**config.mk**
```make
export PLATFORM = sky130hd
export DESIGN_NAME = mrix_div_stage
export DESIGN_NICKNAME = d
export VERILOG_FILES = /design/src/rtl/mixed_radix_index_convert_assert.svh /design/src/rtl/mrix_pkg.sv /design/src/rtl/mrix_div_stage.sv
export SDC_FILE = /design/constraint.sdc
export NUM_CORES = 1
export LEC_CHECK = 0
export ABC_AREA = 1
export BUFFER_PORTS_ARGS = -buffer_cell sky130_fd_sc_hd__buf_2
export CELL_PAD_IN_SITES_DETAIL_PLACEMENT = 0
export CELL_PAD_IN_SITES_GLOBAL_PLACEMENT = 1
export CORE_MARGIN = 5
export CORE_UTILIZATION = 39
export CTS_CLUSTER_DIAMETER = 120
export DETAILED_ROUTE_END_ITERATION = 16
export PLACE_DENSITY = 0.84
export SYNTH_ARGS = -nofsm -noshare
export SYNTH_HDL_FRONTEND = slang
export SYNTH_SLANG_ARGS = --single-unit
export TNS_END_PERCENT = 20
```
**constraint.sdc**
```tcl
create_clock -name clock -period 18.8 [get_ports clock]
set_input_delay 3.76 -clock clock [delete_from_list [all_inputs] [get_ports clock]]
set_output_delay 3.76 -clock clock [all_outputs]
set_load 0.02 [all_outputs]
```
**src/rtl/mixed_radix_index_convert_assert.svh**
```systemverilog
// ----------------------------------------------------------------------------
// Assertion macros for the mixed-radix index converter
// Concurrent property wrappers that compile to nothing when SYNTH is set.
// ----------------------------------------------------------------------------
`ifndef MIXED_RADIX_INDEX_CONVERT_ASSERT_SVH
`define MIXED_RADIX_INDEX_CONVERT_ASSERT_SVH
`ifndef SYNTH
`define MRIX_ASSERT_IMPL(lbl, clk, rst, ante, cons) \
   lbl: assert property (@(posedge clk) disable iff (rst) (ante) |-> (cons)) \
      else $error("mrix assertion failed");
`define MRIX_ASSERT_NEXT(lbl, clk, rst, ante, cons) \
   lbl: assert property (@(posedge clk) disable iff (rst) (ante) |=> (cons)) \
      else $error("mrix assertion failed");
`else
`define MRIX_ASSERT_IMPL(lbl, clk, rst, ante, cons)
`define MRIX_ASSERT_NEXT(lbl, clk, rst, ante, cons)
`endif
`endif

```
**src/rtl/mrix_pkg.sv**
```systemverilog
`timescale 1ns / 1ps
// ----------------------------------------------------------------------------
// Mixed-radix index converter package
// Shared widths, codes and the pipeline item type.
// ----------------------------------------------------------------------------
package mrix_pkg;

   localparam int NUM_REGS    = 4;
   localparam int DIM_BITS    = 12;
   localparam int COORD_W     = DIM_BITS;
   localparam int SIZE_W      = DIM_BITS + 1;
   localparam int OFFSET_W    = 48;
   localparam int STEP_BITS   = 4;
   localparam int DIV_STAGES  = OFFSET_W / STEP_BITS;

   localparam logic [2:0] REG_DIM_COUNT = 3'd0;
   localparam logic [2:0] REG_SIZE_DIM0 = 3'd1;
   localparam logic [2:0] REG_SIZE_DIM1 = 3'd2;
   localparam logic [2:0] REG_SIZE_DIM2 = 3'd3;
   localparam logic [2:0] REG_SIZE_DIM3 = 3'd4;

   localparam logic OP_FLATTEN   = 1'b0;
   localparam logic OP_UNFLATTEN = 1'b1;

   typedef enum logic [1:0] {
      ERR_NONE   = 2'd0,
      ERR_COORD  = 2'd1,
      ERR_OFFSET = 2'd2
   } err_type;

   typedef struct packed {
      logic                             valid;
      logic                             opcode;
      logic                             cerr;
      logic [NUM_REGS-1:0][COORD_W-1:0] coord;
      logic [OFFSET_W-1:0]              acc;
      logic [OFFSET_W-1:0]              work;
      logic [SIZE_W-1:0]                rem;
   } item_type;

endpackage

```
**src/rtl/mrix_div_stage.sv**
```systemverilog
`timescale 1ns / 1ps
// ----------------------------------------------------------------------------
// Restoring division stage
// Retires STEP_BITS quotient bits of the offset per cycle against one dimension
// size and, at the last stage of a division, stores the remainder.
// ----------------------------------------------------------------------------
module mrix_div_stage #(
   parameter bit FIRST = 1'b0,
   parameter bit LAST  = 1'b0,
   parameter int DIM   = 3
) (
   input  logic                         clock,
   input  logic                         reset,
   input  logic [mrix_pkg::SIZE_W-1:0]  divisor,
   input  mrix_pkg::item_type           item_i,
   output mrix_pkg::item_type           item_o
);

   mrix_pkg::item_type item_ff;
   mrix_pkg::item_type item_in;

   always_comb begin
      logic [mrix_pkg::SIZE_W-1:0]   r;
      logic [mrix_pkg::SIZE_W:0]     t;
      logic [mrix_pkg::OFFSET_W-1:0] w;
      r = FIRST ? '0 : item_i.rem;
      w = item_i.work;
      for (int i = 0; i < mrix_pkg::STEP_BITS; i++) begin
         t = {r, w[mrix_pkg::OFFSET_W-1]};
         w = {w[mrix_pkg::OFFSET_W-2:0], 1'b0};
         if (t >= {1'b0, divisor}) begin
            t    = t - {1'b0, divisor};
            w[0] = 1'b1;
         end
         r = t[mrix_pkg::SIZE_W-1:0];
      end
      item_in      = item_i;
      item_in.work = w;
      item_in.rem  = r;
      if (LAST) begin
         item_in.coord[DIM] = r[mrix_pkg::COORD_W-1:0];
      end
   end

   always_ff @(posedge clock) begin
      if (reset) begin
         item_ff.valid <= 1'b0;
      end else begin
         item_ff <= item_in;
      end
   end

   assign item_o = item_ff;

endmodule

```
# After elaboration in Yosys (flattened, before gate mapping)
# Index checks and enable logic that the tools add are counted.
# word_totals
register_bits,160
in_bits,175
# op_classes
magnitude_cmp,4
muxes,8
addsub,4
# ops
operator,count
$ge A14 B13 Y1,4
$mux W13,4
$sub A13 B13 Y13,4
$mux W1,4

# Depth between registers and ports, before layout
# depth
depth_word,8
ltp_mapped,53

# Least setup slack after synthesis
# Ideal clock, no wire load.
# synth_path
kind,input -> register
startpoint,input item_i[60] (netlist name)
endpoint,"register item_ff, in the netlist item_o[7], data pin"
cell_stages,50
arrival_ns,10.097
slack_ns,8.451
n_path_buf,4
setup_time_ns,0.252
path_cell_list,inv_1 -> ha_1 -> inv_1 -> fa_1 -> nand2_1 -> nand3_2 -> nand2_2 -> nand3_2 -> buf_4 -> or2_2 -> nand2_1 -> inv_1 -> ha_1 -> nand2_1 -> inv_1 -> a21boi_0 -> nand3_1 -> a21oi_2 -> (+14 left out) -> nor2_4 -> buf_6 -> nand2_1 -> o21ai_2 -> ha_1 -> nand2_1 -> nor2_1 -> nor2_1 -> inv_1 -> nand2_1 -> nand2_1 -> a21boi_0 -> o211ai_1 -> a21oi_1 -> nand3_2 -> buf_6 -> nand2_1 -> nand2_1
# synth_rtl
item,line_no,source
start: declaration,mrix_div_stage.sv:15,"input mrix_pkg::item_type item_i,"
end signal: assignment,mrix_div_stage.sv:49,item_ff <= item_in;
end: declaration,mrix_div_stage.sv:19,mrix_pkg::item_type item_ff;

==> impl_metrics.ini <==
[outcome]
outcome = completed

[finish]
area_growth_syn_to_layout_pct = 31.2
instances_no_fill = 1396
drive_above_1_share = 0.361
fill_cells = 1913
finalNetCount = 1338
fin_util = 0.514
finalInstanceArea_mm2 = 0.0107
layout_commonest_cell = buf_2
largest_reg_flops = 160
final_cell_mix = 334 x buf_2, 212 x nand2_1, 159 x edfxtp_1, 91 x inv_1, 52 x ha_1

[detailed_routing]
wl_per_cell_um = 19.0
wl_um = 26500
ant_nets = 0
dr.first_iter.drc_count = 457
avgViaCountPerCell = 4.70
vias = 6566
firstDrtPassIters = 5
drc_errors = 0

[synth]
synth_top_family_by_area = simple AND/OR/NAND/NOR gates
synth_simple_gate_area_frac = 0.164
synth_top_cell_by_area = edfxtp_1
synth_area_leaders = edfxtp_1 59%, nand2_1 9.8%, ha_1 8.0%
synthXorXnorAreaFrac = 0.0408
ys_seq_elements = 160
yosys.area.top_type_share = 0.585
syn_inst = 761
syn_area_per_cell_um2 = 10.7
muxShareOfSynthArea = 0
synth-compound-area-share = 0.0647
ys_warn_count = 0
ys_seq_area_frac = 0.587
syn_nets = 992
ys_types = 38
synth_fa_ha_area_frac = 0.0895
syn_area_mm2 = 0.00816

[sta]
maxSlewHeadroom = 0.354
fin_crit_ns = 11.48
rsz0062_at_grt = no
max_freq_mhz = 87.1
setup_violations = 0
hold_violations = 0
drv_slew = 0
final.setup.tns_ns = 0
period_share = 0.611
tightest_slew_ns = 0.968

[cts]
hold_buffers = 0
htree_levels = 4
cts_resized = 0
clock-sinks = 160
clkTransAtPathRegs_ns = 0.08
root_buffer = clkbuf_16
clockBufferDepth = 2
cts_made_buffers = 17
cts_tree = built
postCtsSetupRepairBufs = 0

[global_route]
grt_pass1_vias = 6534
gr-total-overflow = 0
grt_pass1_wl_um = 38100
grt_max_degree = 84
antenna_found_initial = 5
grtUsageTotal = 0.213

[placement]
gp_congestion = 0.952
hpwlAfterDp_um = 21600
portBuffers = 334
post_dp_cell_area_mm2 = 0.0101
dp.cells = 1363

[worst_hold_path]
hold_path_end = item_o[27]
hold_path.startpoint = item_i[23]
hold_depth = 1
min_path_type = input port to flop

[critical_path]
crit_path_max_fanout = 22
path_class = input port to flop
crit_path_frequent_cell = nand2_1
cp-end-kind = flop
cp.arrival_ns = 11.66
required_ns = 18.98
max_stage_delay_ns = 0.51
slowest_stage = fa_1
cp-start-kind = input port

[die]
rows = 53
dieHeight_um = 155
core-area_mm2 = 0.0208
die_w_um = 155
start_util = 0.392
die_area_mm2 = 0.0239
ios = 335

[job]
maxCapViolations = 0

[pwr]
ir_drop_mv = 0.0721
leakagePower_nw = 5.14
power_density_mw_per_mm2 = 149
-- cell type report --
cell class	instances	area, um^2	share of cell area
diodes	1	2.50	0.000234
clock inverters	15	163	0.0152
repair buffers	335	1680	0.157
multi-input cells	496	2930	0.274
flip-flops and latches	160	4790	0.448
well taps	275	344	0.0321
inverters	97	369	0.0345
clock buffers	17	425	0.0397
-- Yosys cell counts --
library cell    n
o21ai_2         9
dfxtp_1         1
o21bai_1        2
a31oi_1         2
or2_2           5
nand3b_1        3
a21oi_2         2
nand4_1         9
nand3_2         3
nand2_1       212
nor2_4          2
buf_6           4
a21oi_1        30
buf_4           3
a21o_1          5
a21boi_0        3
xor2_1         18
o21ai_0        18
o21ai_1        11
fa_1            4
and2_1          1
o2111ai_1       1
nor2_1         45
a211oi_1        2
xnor2_1        20
a221oi_1        1
o311ai_0        1
o211ai_1        1
inv_2           5
nor3_1          1
nand3_4         2
buf_2           1
nand2_2         6
edfxtp_1      159
nand3_1        23
nor2_2          2
inv_1          92
ha_1           52
-- per-stage QoR --
stage / power, W / hold WS [ns] / setup WS (ns)
2_1_floorplan: 0.00108 / 3.83 / 8.45
6_report: 0.00160 / 3.50 / 7.32
5_1_grt: 0.00172 / 3.48 / 6.47
3_3_place_gp: 0.00125 / 3.94 / 7.07
4_1_cts: 0.00161 / 3.49 / 7.25
3_5_place_dp: 0.00126 / 3.94 / 6.86
-- worst max-delay path by stage --
stage                    start    endpoint  slack (ns)  cells after the start
CTS                 item_i[60]   item_o[9]        7.25                     49
floorplan           item_i[60]   item_o[7]        8.45                     50
global route        divisor[1]  item_o[10]        6.47                     45
detailed placement  divisor[1]   item_o[5]        6.86                     47
global placement    divisor[1]  item_o[11]        7.07                     47
finish              divisor[1]   item_o[9]        7.32                     47
-- power by group --
part | leakage [nW] | internal, W | switching [W] | total [W]
clock network | 0.284 | 0.000179 | 0.000165 | 0.000343
registers | 1.56 | 0.000466 | 0.0000130 | 0.000479
logic | 3.29 | 0.000278 | 0.000497 | 0.000775
-- per-layer routing --
layer / up-vias / global-route usage / part of all wire
met5: - / 0 / 0.00083
met2: 244 / 0.371 / 0.50
li1: 3259 / - / -
met1: 3027 / 0.255 / 0.40
met3: 32 / 0.0596 / 0.073
met4: 4 / 0.0660 / 0.023
-- kinds of logic (layout without fill, tap and decap cells) --
logic type,after synthesis,in the layout
AND/OR/NAND/NOR,314,314
flip-flops,160,160
buffers and inverters,105,464
AO/OA/AOI/OAI,88,88
adder cells (fa/ha/maj),56,56
XOR/XNOR,38,38
other,0,1
-- worst max-delay path, delay by kind of cell --
| kind | cells | cell delay, ns |
|---|---|---|
| adders and majority gates | 4 | 1.46 |
| buffers and inverters | 6 | 1.04 |
| and+or+nand+nor | 27 | 3.47 |
| AOI/OAI and AO/OA | 10 | 1.87 |
No activity file was read; power rests on OpenSTA's default activity.
